**config.mk**
```make
export PLATFORM = sky130hd
export DESIGN_NAME = binary_border_extract
export DESIGN_NICKNAME = d
export VERILOG_FILES = /design/src/hdl/bbe_pkg.sv /design/src/hdl/bbe_ram.sv /design/src/hdl/bbe_cell.sv /design/src/hdl/binary_border_extract.sv
export VERILOG_INCLUDE_DIRS = /design/src /design/src/hdl
export SDC_FILE = /design/constraint.sdc
export NUM_CORES = 2
export LEC_CHECK = 0
export BUFFER_PORTS_ARGS = -buffer_cell sky130_fd_sc_hd__buf_2
export CAP_MARGIN = 20
export CORE_UTILIZATION = 63
export DETAILED_ROUTE_END_ITERATION = 16
export PLACE_DENSITY = 0.82
export SYNTH_ARGS = -nofsm -noshare
export SYNTH_HDL_FRONTEND = slang
export SYNTH_HIERARCHICAL = 1
export SYNTH_SLANG_ARGS = --single-unit
```
**constraint.sdc**
```tcl
create_clock -name clk -period 21.1 [get_ports clk]
set_input_delay 1.055 -clock clk [delete_from_list [all_inputs] [get_ports clk]]
set_output_delay 1.055 -clock clk [all_outputs]
set_load 0.1 [all_outputs]
```
**src/hdl/binary_border_extract_macros.svh**
```systemverilog
// Assertion macros used by the border extractor module.
`ifndef BINARY_BORDER_EXTRACT_MACROS_SVH
`define BINARY_BORDER_EXTRACT_MACROS_SVH
`ifndef SYNTHESIS
`define BBE_ASSERT(lbl, expr) \
  lbl: assert property (@(posedge clk) disable iff (!rst_n) (expr)) \
    else $error("border extractor check failed");
`define BBE_ASSERT_IMP(lbl, ante, cons) \
  lbl: assert property (@(posedge clk) disable iff (!rst_n) (ante) |-> (cons)) \
    else $error("border extractor check failed");
`define BBE_ASSERT_NEXT(lbl, ante, cons) \
  lbl: assert property (@(posedge clk) disable iff (!rst_n) (ante) |=> (cons)) \
    else $error("border extractor check failed");
`else
`define BBE_ASSERT(lbl, expr)
`define BBE_ASSERT_IMP(lbl, ante, cons)
`define BBE_ASSERT_NEXT(lbl, ante, cons)
`endif
`endif

```
**src/hdl/bbe_pkg.sv**
```systemverilog
// Types and constants of the binary border extractor.
package bbe_pkg;

  localparam int CFG_ADDR_W = 2;
  localparam int CFG_DATA_W = 11;
  localparam int ROW_W      = 10;
  localparam int COL_W      = 10;
  localparam int CELL_BITS  = 3;

  localparam logic [CFG_ADDR_W-1:0] REG_FRAME_WIDTH  = 2'd0;
  localparam logic [CFG_ADDR_W-1:0] REG_FRAME_HEIGHT = 2'd1;

  typedef struct packed {
    logic clr;
    logic shift;
  } cell_ctrl_t;

  typedef struct packed {
    logic             border;
    logic [ROW_W-1:0] row;
    logic [COL_W-1:0] col;
    logic             run_last;
  } result_t;

endpackage

```
**src/hdl/bbe_ram.sv**
```systemverilog
// Generic single-write, single-read RAM with registered read data.
module bbe_ram #(
  parameter int WIDTH = 2,
  parameter int DEPTH = 1024
) (
  input  logic                     clk,
  input  logic                     we,
  input  logic [$clog2(DEPTH)-1:0] waddr,
  input  logic [WIDTH-1:0]         wdata,
  input  logic [$clog2(DEPTH)-1:0] raddr,
  output logic [WIDTH-1:0]         rdata
);

  logic [WIDTH-1:0] mem [DEPTH];
  logic [WIDTH-1:0] rdata_r;

  always_ff @(posedge clk) begin
    if (we) begin
      mem[waddr] <= wdata;
    end
    rdata_r <= mem[raddr];
  end

  assign rdata = rdata_r;

endmodule

```
**src/hdl/bbe_cell.sv**
```systemverilog
// One window column cell: holds a three-pixel column, passes it on at each item and clears on clr.
module bbe_cell (
  input  logic                          clk,
  input  logic                          rst_n,
  input  bbe_pkg::cell_ctrl_t           ctrl,
  input  logic [bbe_pkg::CELL_BITS-1:0] d,
  output logic [bbe_pkg::CELL_BITS-1:0] q
);

  logic [bbe_pkg::CELL_BITS-1:0] col_r;
  logic [bbe_pkg::CELL_BITS-1:0] col_nxt;

  always_comb begin
    col_nxt = col_r;
    if (ctrl.clr) begin
      col_nxt = '0;
    end else if (ctrl.shift) begin
      col_nxt = d;
    end
  end

  always_ff @(posedge clk) begin
    if (!rst_n) begin
      col_r <= '0;
    end else begin
      col_r <= col_nxt;
    end
  end

  assign q = col_r;

endmodule

```
**src/hdl/binary_border_extract.sv**
```systemverilog
// Streaming 3x3 inner-border extractor for binary images in raster order.
// The block takes one pixel per clock cycle, sustained, with no stall while the result side
// keeps taking items. Each pixel reads the two stored rows above it from one two-bit-wide line
// RAM whose read address is the next column, and shifts a new column into a chain of two
// window cells. Results are registered into a two-entry queue and leave it one per cycle
// while out_ready is high; the last column of a row after row 0 gives two results, which
// the queue absorbs because the first column of the next row gives none. No clearing pass runs
// after reset: line RAM contents are only used once written. Any write to frame_width or
// frame_height restarts the frame at row 0, column 0; write them only while the block is idle.
`include "binary_border_extract_macros.svh"
module binary_border_extract #(
  parameter int MAX_WIDTH  = 1024,
  parameter int MAX_HEIGHT = 1024
) (
  input  logic                            clk,
  input  logic                            rst_n,
  input  logic                            in_valid,
  output logic                            in_ready,
  input  logic                            in_pixel,
  output logic                            out_valid,
  input  logic                            out_ready,
  output logic                            out_border,
  output logic [bbe_pkg::ROW_W-1:0]       out_row,
  output logic [bbe_pkg::COL_W-1:0]       out_col,
  output logic                            out_run_last,
  input  logic                            cfg_valid,
  output logic                            cfg_ready,
  input  logic [bbe_pkg::CFG_ADDR_W-1:0]  cfg_addr,
  input  logic [bbe_pkg::CFG_DATA_W-1:0]  cfg_wdata
);

  localparam int CW     = $clog2(MAX_WIDTH);
  localparam int RW     = $clog2(MAX_HEIGHT);
  localparam int WCMP_W = ($clog2(MAX_WIDTH + 1) > bbe_pkg::CFG_DATA_W) ?
                          $clog2(MAX_WIDTH + 1) : bbe_pkg::CFG_DATA_W;
  localparam int HCMP_W = ($clog2(MAX_HEIGHT + 1) > bbe_pkg::CFG_DATA_W) ?
                          $clog2(MAX_HEIGHT + 1) : bbe_pkg::CFG_DATA_W;
  localparam int RST_W  = (640 > MAX_WIDTH) ? MAX_WIDTH : 640;
  localparam int RST_H  = (480 > MAX_HEIGHT) ? MAX_HEIGHT : 480;

  logic [CW-1:0] col_r, col_nxt;
  logic [RW-1:0] row_r, row_nxt;
  logic [CW-1:0] wlast_r, wlast_nxt;
  logic [RW-1:0] hlast_r, hlast_nxt;
  logic [1:0]    cnt_r, cnt_nxt;
  bbe_pkg::result_t q0_r, q0_nxt, q1_r, q1_nxt;

  logic              cfg_fire, wl_we, hl_we, frame_clr;
  logic [WCMP_W-1:0] wv, weff;
  logic [HCMP_W-1:0] hv, heff;

  logic in_fire, pop, last_col;
  logic [1:0] n_res, cnt_pop;
  logic [2:0] cnt_need;

  logic [1:0] line_q;
  logic [bbe_pkg::CELL_BITS-1:0] new_col, cell0_q, cell1_q;
  logic [8:0] window;
  logic       border_b;
  bbe_pkg::cell_ctrl_t cell_ctrl;
  bbe_pkg::result_t    res0, res1;

  // Configuration decode; dimensions are clamped once, at the write.
  assign cfg_ready = 1'b1;
  assign cfg_fire  = cfg_valid & cfg_ready;

  always_comb begin
    wl_we = 1'b0;
    hl_we = 1'b0;
    if (cfg_fire) begin
      unique case (cfg_addr)
        bbe_pkg::REG_FRAME_WIDTH:  wl_we = 1'b1;
        bbe_pkg::REG_FRAME_HEIGHT: hl_we = 1'b1;
        default: ;
      endcase
    end
  end

  assign frame_clr = wl_we | hl_we;

  always_comb begin
    wv = WCMP_W'(cfg_wdata);
    if (wv < WCMP_W'(3)) begin
      weff = WCMP_W'(3);
    end else if (wv > WCMP_W'(MAX_WIDTH)) begin
      weff = WCMP_W'(MAX_WIDTH);
    end else begin
      weff = wv;
    end
    hv = HCMP_W'(cfg_wdata);
    if (hv < HCMP_W'(3)) begin
      heff = HCMP_W'(3);
    end else if (hv > HCMP_W'(MAX_HEIGHT)) begin
      heff = HCMP_W'(MAX_HEIGHT);
    end else begin
      heff = hv;
    end
    wlast_nxt = wl_we ? CW'(weff - WCMP_W'(1)) : wlast_r;
    hlast_nxt = hl_we ? RW'(heff - HCMP_W'(1)) : hlast_r;
  end

  // Result count depends only on position, so ready is known before the pixel is seen.
  assign last_col = (col_r == wlast_r);

  always_comb begin
    n_res = 2'd0;
    if (row_r != '0) begin
      n_res = 2'((col_r != '0) ? 1 : 0) + 2'(last_col ? 1 : 0);
    end
  end

  assign pop      = out_valid & out_ready;
  assign cnt_pop  = cnt_r - {1'b0, pop};
  assign cnt_need = {1'b0, cnt_pop} + {1'b0, n_res};
  assign in_ready = (cnt_need <= 3'd2);
  assign in_fire  = in_valid & in_ready;

  always_comb begin
    if (!rst_n || frame_clr) begin
      col_nxt = '0;
      row_nxt = '0;
    end else if (in_fire) begin
      col_nxt = last_col ? '0 : col_r + CW'(1);
      if (last_col) begin
        row_nxt = (row_r == hlast_r) ? '0 : row_r + RW'(1);
      end else begin
        row_nxt = row_r;
      end
    end else begin
      col_nxt = col_r;
      row_nxt = row_r;
    end
  end

  // Entry holds {row above, two rows above}; the read address runs one item ahead.
  bbe_ram #(
    .WIDTH (2),
    .DEPTH (MAX_WIDTH)
  ) u_line_ram (
    .clk   (clk),
    .we    (in_fire),
    .waddr (col_r),
    .wdata ({in_pixel, line_q[1]}),
    .raddr (col_nxt),
    .rdata (line_q)
  );

  assign new_col         = {line_q[0], line_q[1], in_pixel};
  assign cell_ctrl.clr   = frame_clr;
  assign cell_ctrl.shift = in_fire;

  bbe_cell u_cell0 (
    .clk   (clk),
    .rst_n (rst_n),
    .ctrl  (cell_ctrl),
    .d     (new_col),
    .q     (cell0_q)
  );

  bbe_cell u_cell1 (
    .clk   (clk),
    .rst_n (rst_n),
    .ctrl  (cell_ctrl),
    .d     (cell0_q),
    .q     (cell1_q)
  );

  assign window   = {cell1_q, cell0_q, new_col};
  assign border_b = (row_r > RW'(1)) && (col_r > CW'(1)) && window[4] && (window != 9'h1FF);

  always_comb begin
    res0.border   = border_b;
    res0.row      = bbe_pkg::ROW_W'(row_r - RW'(1));
    res0.col      = bbe_pkg::COL_W'(col_r - CW'(1));
    res0.run_last = !last_col;
    res1.border   = 1'b0;
    res1.row      = bbe_pkg::ROW_W'(row_r - RW'(1));
    res1.col      = bbe_pkg::COL_W'(wlast_r);
    res1.run_last = 1'b1;
  end

  // Two-entry result queue, head in q0.
  always_comb begin
    q0_nxt = q0_r;
    q1_nxt = q1_r;
    if (pop) begin
      q0_nxt = q1_r;
    end
    if (in_fire && n_res != 2'd0) begin
      if (cnt_pop == 2'd0) begin
        q0_nxt = res0;
        q1_nxt = res1;
      end else begin
        q1_nxt = res0;
      end
    end
    cnt_nxt = cnt_pop + (in_fire ? n_res : 2'd0);
  end

  always_ff @(posedge clk) begin
    if (!rst_n) begin
      col_r   <= '0;
      row_r   <= '0;
      wlast_r <= CW'(RST_W - 1);
      hlast_r <= RW'(RST_H - 1);
      cnt_r   <= 2'd0;
    end else begin
      col_r   <= col_nxt;
      row_r   <= row_nxt;
      wlast_r <= wlast_nxt;
      hlast_r <= hlast_nxt;
      cnt_r   <= cnt_nxt;
    end
    q0_r <= q0_nxt;
    q1_r <= q1_nxt;
  end

  assign out_valid    = (cnt_r != 2'd0);
  assign out_border   = q0_r.border;
  assign out_row      = q0_r.row;
  assign out_col      = q0_r.col;
  assign out_run_last = q0_r.run_last;

  `BBE_ASSERT(a_queue_depth, cnt_r <= 2'd2)
  `BBE_ASSERT_IMP(a_pair_queued, out_valid && !out_run_last, cnt_r == 2'd2)
  `BBE_ASSERT(a_col_in_frame, col_r <= wlast_r)
  `BBE_ASSERT(a_row_in_frame, row_r <= hlast_r)
  `BBE_ASSERT_NEXT(a_row_wrap, in_fire && last_col, col_r == '0)

endmodule
```
After elaboration in Yosys (flattened, before gate mapping)

Memories as Yosys holds them, arrays and structs flattened. A register that Yosys moved wholly into a read port is not among the register bits.
Index checks and enable logic that the tools add are counted.

Bitwise logic cells: 4
Muxes and demuxes: 20
Add/subtract/negate cells: 9
$lt $le $gt $ge: 5
Eq/ne operators: 4
Reductions and logical operators: 16

Operator list:

| kind                  | number |
|---|---|
| $mux 22               | 3 |
| $mux 10               | 6 |
| $sub 10x1->10 const B | 3 |
| $add 10x1->10 const B | 2 |
| $eq 10x10->1          | 2 |
| $gt 10x1->1 const B   | 2 |
| $reduce_bool 10->1    | 2 |
| $gt 11x11->1 const B  | 1 |
| $lt 11x2->1 const B   | 1 |
| $mux 11               | 1 |
| $ne 9x9->1 const B    | 1 |
| $mux 1                | 8 |
| $logic_and 1x1->1     | 4 |
| $logic_not 2->1       | 2 |
| $mux 2                | 2 |
| $reduce_bool 2->1     | 2 |
| $reduce_or 2->1       | 2 |
| $add 2x2->3           | 1 |
| $le 3x2->1 const B    | 1 |
| $add 1x1->2           | 1 |
| $add 2x2->2           | 1 |
| $and 1x1->1           | 2 |
| $eq 2x1->1 const B    | 1 |
| $logic_not 1->1       | 2 |
| other kinds (5)       | 5 |

Output and inout bits: 25
Memories: 1
Word-level logic and storage cells: 74
Memory bits (writable): 2048
Register bits after elaboration: 92

Memories:

| name           | depth | bits a word | rd ports | clocked after Yosys merged registers in | write ports | RTL line      | text |
|---|---|---|---|---|---|---|---|
| u_line_ram.mem | 1024  | 2           | 1        | 1                                       | 1           | bbe_ram.sv:14 | `logic [WIDTH-1:0] mem [DEPTH];` |

Logic depth before layout (Yosys ltp)

Depth in word-level cells: 9
Gate-level depth with buffers: 30
Mapped depth without buffers: 23

Cells and area by module

The synthesis kept the hierarchy.

By module, submodules not included:

| module                | instances | area an instance (sq um) | cells an instance | sequential area each (sq um) |
|---|---|---|---|---|
| bbe_ram               | 1         | 83757.8                  | 4793              | 61539.0 |
| binary_border_extract | 1         | 4638.2                   | 526               | 1941.9 |
| bbe_cell              | 2         | 107.6                    | 10                | 60.1 |

Worst setup path before layout

Ideal clock, no wire load.

Path kind: reg-to-reg
Start point: reg u_line_ram.rdata_r[1] (netlist: u_line_ram/rdata[1]), read port of u_line_ram.mem
End point: mem u_line_ram.mem[0][0] (data pin)
Required time: 18.281 ns
Arrival: 12.763 ns
Path buffers: 0
Cell stages (with the launch flop): 1
Path slack: 5.518 ns
Cells stage by stage: dfxtp_1

RTL lines:

| what            | RTL line      | text |
|---|---|---|
| start, declared | bbe_ram.sv:15 | `logic [WIDTH-1:0] rdata_r;` |
| end, declared   | bbe_ram.sv:14 |  |

No word-level cell before the write port.

Worst setup path in the final report

Start point: reg col_r[0]
End point: reg u_line_ram.rdata_r[1] (netlist: u_line_ram/rdata[1]), read port of u_line_ram.mem

Cells in the longest elaborated chain, start to end: 9

RTL lines:

| what                                               | RTL line                                                   | text |
|---|---|---|
| start, declared                                    | binary_border_extract.sv:41                                | `logic [CW-1:0] col_r, col_nxt;` |
| start signal, assigned                             | binary_border_extract.sv:208                               | `col_r <= col_nxt;` |
| $eq 10x10->1 or $reduce_bool 10->1 (tied branches) | binary_border_extract.sv:103, binary_border_extract.sv:108 |  |
| $mux 1                                             | binary_border_extract.sv:108                               | `n_res = 2'((col_r != '0) ? 1 : 0) + 2'(last_col ? 1 : 0);` |
| $add 1x1->2 *                                      | binary_border_extract.sv:108                               |  |
| $mux 2 *                                           | binary_border_extract.sv:107                               | `if (row_r != '0) begin` |
| $add 2x2->3 *                                      | binary_border_extract.sv:114                               | `assign cnt_need = {1'b0, cnt_pop} + {1'b0, n_res};` |
| $le 3x2->1 *                                       | binary_border_extract.sv:115                               | `assign in_ready = (cnt_need <= 3'd2);` |
| $and 1x1->1 *                                      | binary_border_extract.sv:116                               | `assign in_fire = in_valid & in_ready;` |
| named net in_fire                                  | binary_border_extract.sv:52                                | `logic in_fire, pop, last_col;` |
| $mux 10 *                                          | binary_border_extract.sv:122                               | `end else if (in_fire) begin` |
| $mux 10 *                                          | binary_border_extract.sv:119                               | `if (!rst_n \|\| frame_clr) begin` |
| named net col_nxt[1]                               | binary_border_extract.sv:41                                |  |

The timed path passes the listed nets; every way through them passes the cells marked *.
A chain may end at the register's enable or synchronous reset.

==> results.yml <==
outcome:
  run_status: "complete, no violations"
setup_path:
  rr_startpoint: "col_r[0]"
  cpPeakStageDelay_ns: 0.86
  crit_buf_inv: 7
  critPathLaunchType: "flop"
  cp.arrival_ns: 11.22
  startpoint: "col_r[0]"
  crit_path_end_kind: "flop"
  worstSetupPathType: "reg -> reg"
  crit_family: "buffers and inverters"
  cp_slowest_cell: "dfxtp_1"
  cp_max_fo: 98
  critPathRequiredTime_ns: 21.78
  cpMostUsedCell: "buf_4"
pwr:
  power.leakage_nw: 29.15
  clkPwrFrac_pct: 38.8
  power.switching_mw: 2.182
  netSwitchingFraction_pct: 23.61
  p_int_mw: 7.059
  pwr-share-seq_pct: 52.1
  powerDensity_nw_per_um2: 94.88
  pwr-share-comb_pct: 9.0
  ir_drop_mv: 0.1070
synthesis:
  synth-edff-count: 2070
  synth_seq_cells: 2142
  ys_async_sr_fraction_pct: 0
  synthMuxAreaShare_pct: 14.12
  synth-simple-area-share_pct: 7.265
  synth_area_leaders: "edfxtp_1 70%, mux4_2 11%, nor2_1 4.7%, mux2i_1 2.6%, dfxtp_1 1.6%"
  ys_seq_area_share_pct: 71.78
  yosysTopAreaCell: "edfxtp_1"
  yosys.cell_types.count: 81
  synth_fa_ha_area_share_pct: 0.1920
  synthMostInstantiatedCell: "edfxtp_1"
  synth_top_family_by_area: "multiplexers"
  synth_xor_area_share_pct: 0.4349
  netlist_area_um2: 88610
  synthTopCellsByCount: "2070 x edfxtp_1, 1107 x nor2_1, 449 x mux4_2"
  synth_nets: 5371
  synth_ff_type: "edfxtp_1"
  synth_top_cell_area_share_pct: 70.15
  synth_compound_area_share_pct: 3.574
  yosysWarnings: 6
  syn_area_per_cell_um2: 16.60
  syn-instance-count: 5339
die:
  start_util_pct: 63.51
  row_count: 137
  die_x_um: 377.0
  dieArea_um2: 142200
  ios: 44
  core_um2: 139500
  die_h_um: 377.0
finish:
  layout-drive-gt1-share_pct: 18.14
  regArea_um2: 63600
  nets: 5324
  fillers: 8141
  multi_input_area_um2: 22950
  synthToLayoutAreaGrowth_pct: 9.910
global_route:
  grt_pass1_wl_mm: 342.1
  grt_pass1_vias: 51603
  overflow: 0
  antenna_found_initial: 10
  grtUsageTotal_pct: 33.78
  grt_max_degree: 243
route:
  drt_iter0_drc: 9400
  wirelength_mm: 240.7
  first_pass_iters: 6
  via_count: 52104
  vias_per_cell: 7.097
  wire_per_inst_um: 32.78
  drtAntennaViolNets: 0
  route.detailed.drc: 0
hold_path:
  hold_class: "reg -> reg"
  hold_start: "hlast_r[8]"
sta:
  relSlewSlack_pct: 12.60
  tightest_slew_ns: 1.297
  finalWorstPathRequiredPeriod_ns: 10.54
  tns_ns: 0
  hold_violations: 0
  setup_ws_ns: 10.56
  finalCritPeriodShare_pct: 49.96
  fmax_ghz: 0.09486
  rsz0062_at_grt: "false"
  clock_skew_ns: 0.03808
  setup_viol: 0
  slew_violations: 0
place:
  io_buffers: 42
  place.detailed.hpwl_mm: 129.7
  dp_slack_ns: 10.05
  gp_congestion: 0.8897
cts:
  postCtsSetupRepairBufs: 0
  cts_resized: 0
  h-tree-depth: 4
  cts_buffer_depth: 3
  cts_sinks: 2142
  cts_hold_buf: 0
  path_clk_slew_ns: 0.06
  clkLatencyLatePin_ns: 0.85
  cts_buffers: 200
  cts-root-buf: "clkbuf_16"
  cts_tree: "done"
flow_run:
  maxCapViolCount: 0
[cell type report]
| cell class | instances | area share (%) |
|---|---|---|
| multi-input combinational | 2736 | 23.57 |
| clock inverter | 110 | 1.188 |
| tap | 1876 | 2.410 |
| timing repair buffer | 183 | 1.955 |
| clock buffer | 258 | 5.437 |
| antenna | 8 | 0.02056 |
| sequential | 2142 | 65.31 |
| inverter | 29 | 0.1143 |
[cells in the final DEF (no fill, tap or decap), drive strengths merged, types with 13 or more instances in the layout]
| cell type | count |
|---|---|
| a211oi | 21 |
| a21oi | 100 |
| a221oi | 13 |
| a22o | 14 |
| a22oi | 45 |
| a31oi | 16 |
| and2 | 16 |
| and3 | 13 |
| buf | 183 |
| bufinv | 20 |
| clkbuf | 258 |
| clkinv | 82 |
| dfxtp | 72 |
| edfxtp | 2070 |
| inv | 32 |
| mux2i | 226 |
| mux4 | 449 |
| nand2 | 150 |
| nand2b | 15 |
| nand3 | 55 |
| nand4 | 26 |
| nor2 | 1107 |
| nor2b | 17 |
| nor3 | 55 |
| nor4 | 19 |
| o211ai | 14 |
| o21ai | 57 |
| o221ai | 85 |
| o22ai | 45 |
| xnor2 | 20 |
| xor2 | 24 |
[power groups by stage]
stage	clock (mW)	sequential [mW]	combinational, mW
3_3_place_gp	0	4.90	0.795
6_report	3.59	4.82	0.833
4_1_cts	3.59	4.82	0.816
5_1_grt	3.75	4.82	0.867
3_5_place_dp	0	4.91	0.808
2_1_floorplan	0	5.24	0.412
[metal layers]
| metal | track usage (%) | wire (um) |
|---|---|---|
| met5 | 0 | 29 |
| met4 | 20.76 | 17180 |
| met3 | 8.807 | 34570 |
| met2 | 52.33 | 112200 |
| met1 | 43.20 | 76760 |
[worst register-to-register path: stages, from the launching register on]
cell and delay, ns:
dfxtp_1 0.86, xnor2_1 0.22, nand4_1 0.10, or3_1 0.58, inv_1 0.23, ha_1 0.29
nor2b_1 0.15, ha_1 0.24, fa_1 0.44, nand2b_1 0.17, a21o_1 0.37, inv_2 0.78
nand3_1 0.30, a21oi_4 0.20, buf_4 0.50, buf_4 0.73, buf_12 0.56, buf_4 0.74
buf_4 0.89, mux4_2 0.44, mux4_2 0.47, nand2_1 0.07, o21ai_0 0.12, nor3_1 0.32
o31ai_1 0.14, o31ai_1 0.35, nand4_1 0.13
[kinds of logic (layout without fill, tap and decap cells)]
group                      after synthesis  count (layout)
buffers and inverters                  461             580
adders and majority gates               13              13
xor gates and xnor gates                44              44
muxes                                  687             687
AOI/OAI and AO/OA                      458             458
DFF                                   2142            2142
and+or+nand+nor                       1533            1533
other                                    1               9
[through the flow]
| stage | hold slack, ns | instances | power [mW] | util (%) | instance area, um2 |
|---|---|---|---|---|---|
| global route | 0.5063 | 7335 | 9.438 | 69.79 | 97370 |
| detailed placement | 0.4859 | 6945 | 5.715 | 64.78 | 90390 |
| CTS | 0.4981 | 7313 | 9.222 | 69.40 | 96840 |
| global placement | 0.4749 | 6934 | 5.700 | 64.60 | 90140 |
| finish | 0.4958 | 7342 | 9.241 | 69.80 | 97390 |
| floorplan | 0.4594 | 5339 | 5.647 | - | 88610 |
[worst paths after layout]
| check | cells past startpoint | slack [ns] | endpoint |
|---|---|---|---|
| max | 26 | 10.56 | u_line_ram/rdata[1] |
| min | 2 | 0.50 | hlast_r[8] |
| max reg2reg | 26 | 10.56 | u_line_ram/rdata[1] |
| min reg2reg | 2 | 0.50 | hlast_r[8] |
[flip-flops by register name (all words and copies together) (netlist names)]
name and count:
u_cell1/q 3, row_r 10, out_run_last 1, col_r 10, u_line_ram/mem 2048, out_col 10, u_cell0/q 3, out_border 1
cnt_r 2, hlast_r 10, q1_r 22, wlast_r 10, u_line_ram/rdata 2, out_row 10
No activity file was read; power rests on OpenSTA's default activity.
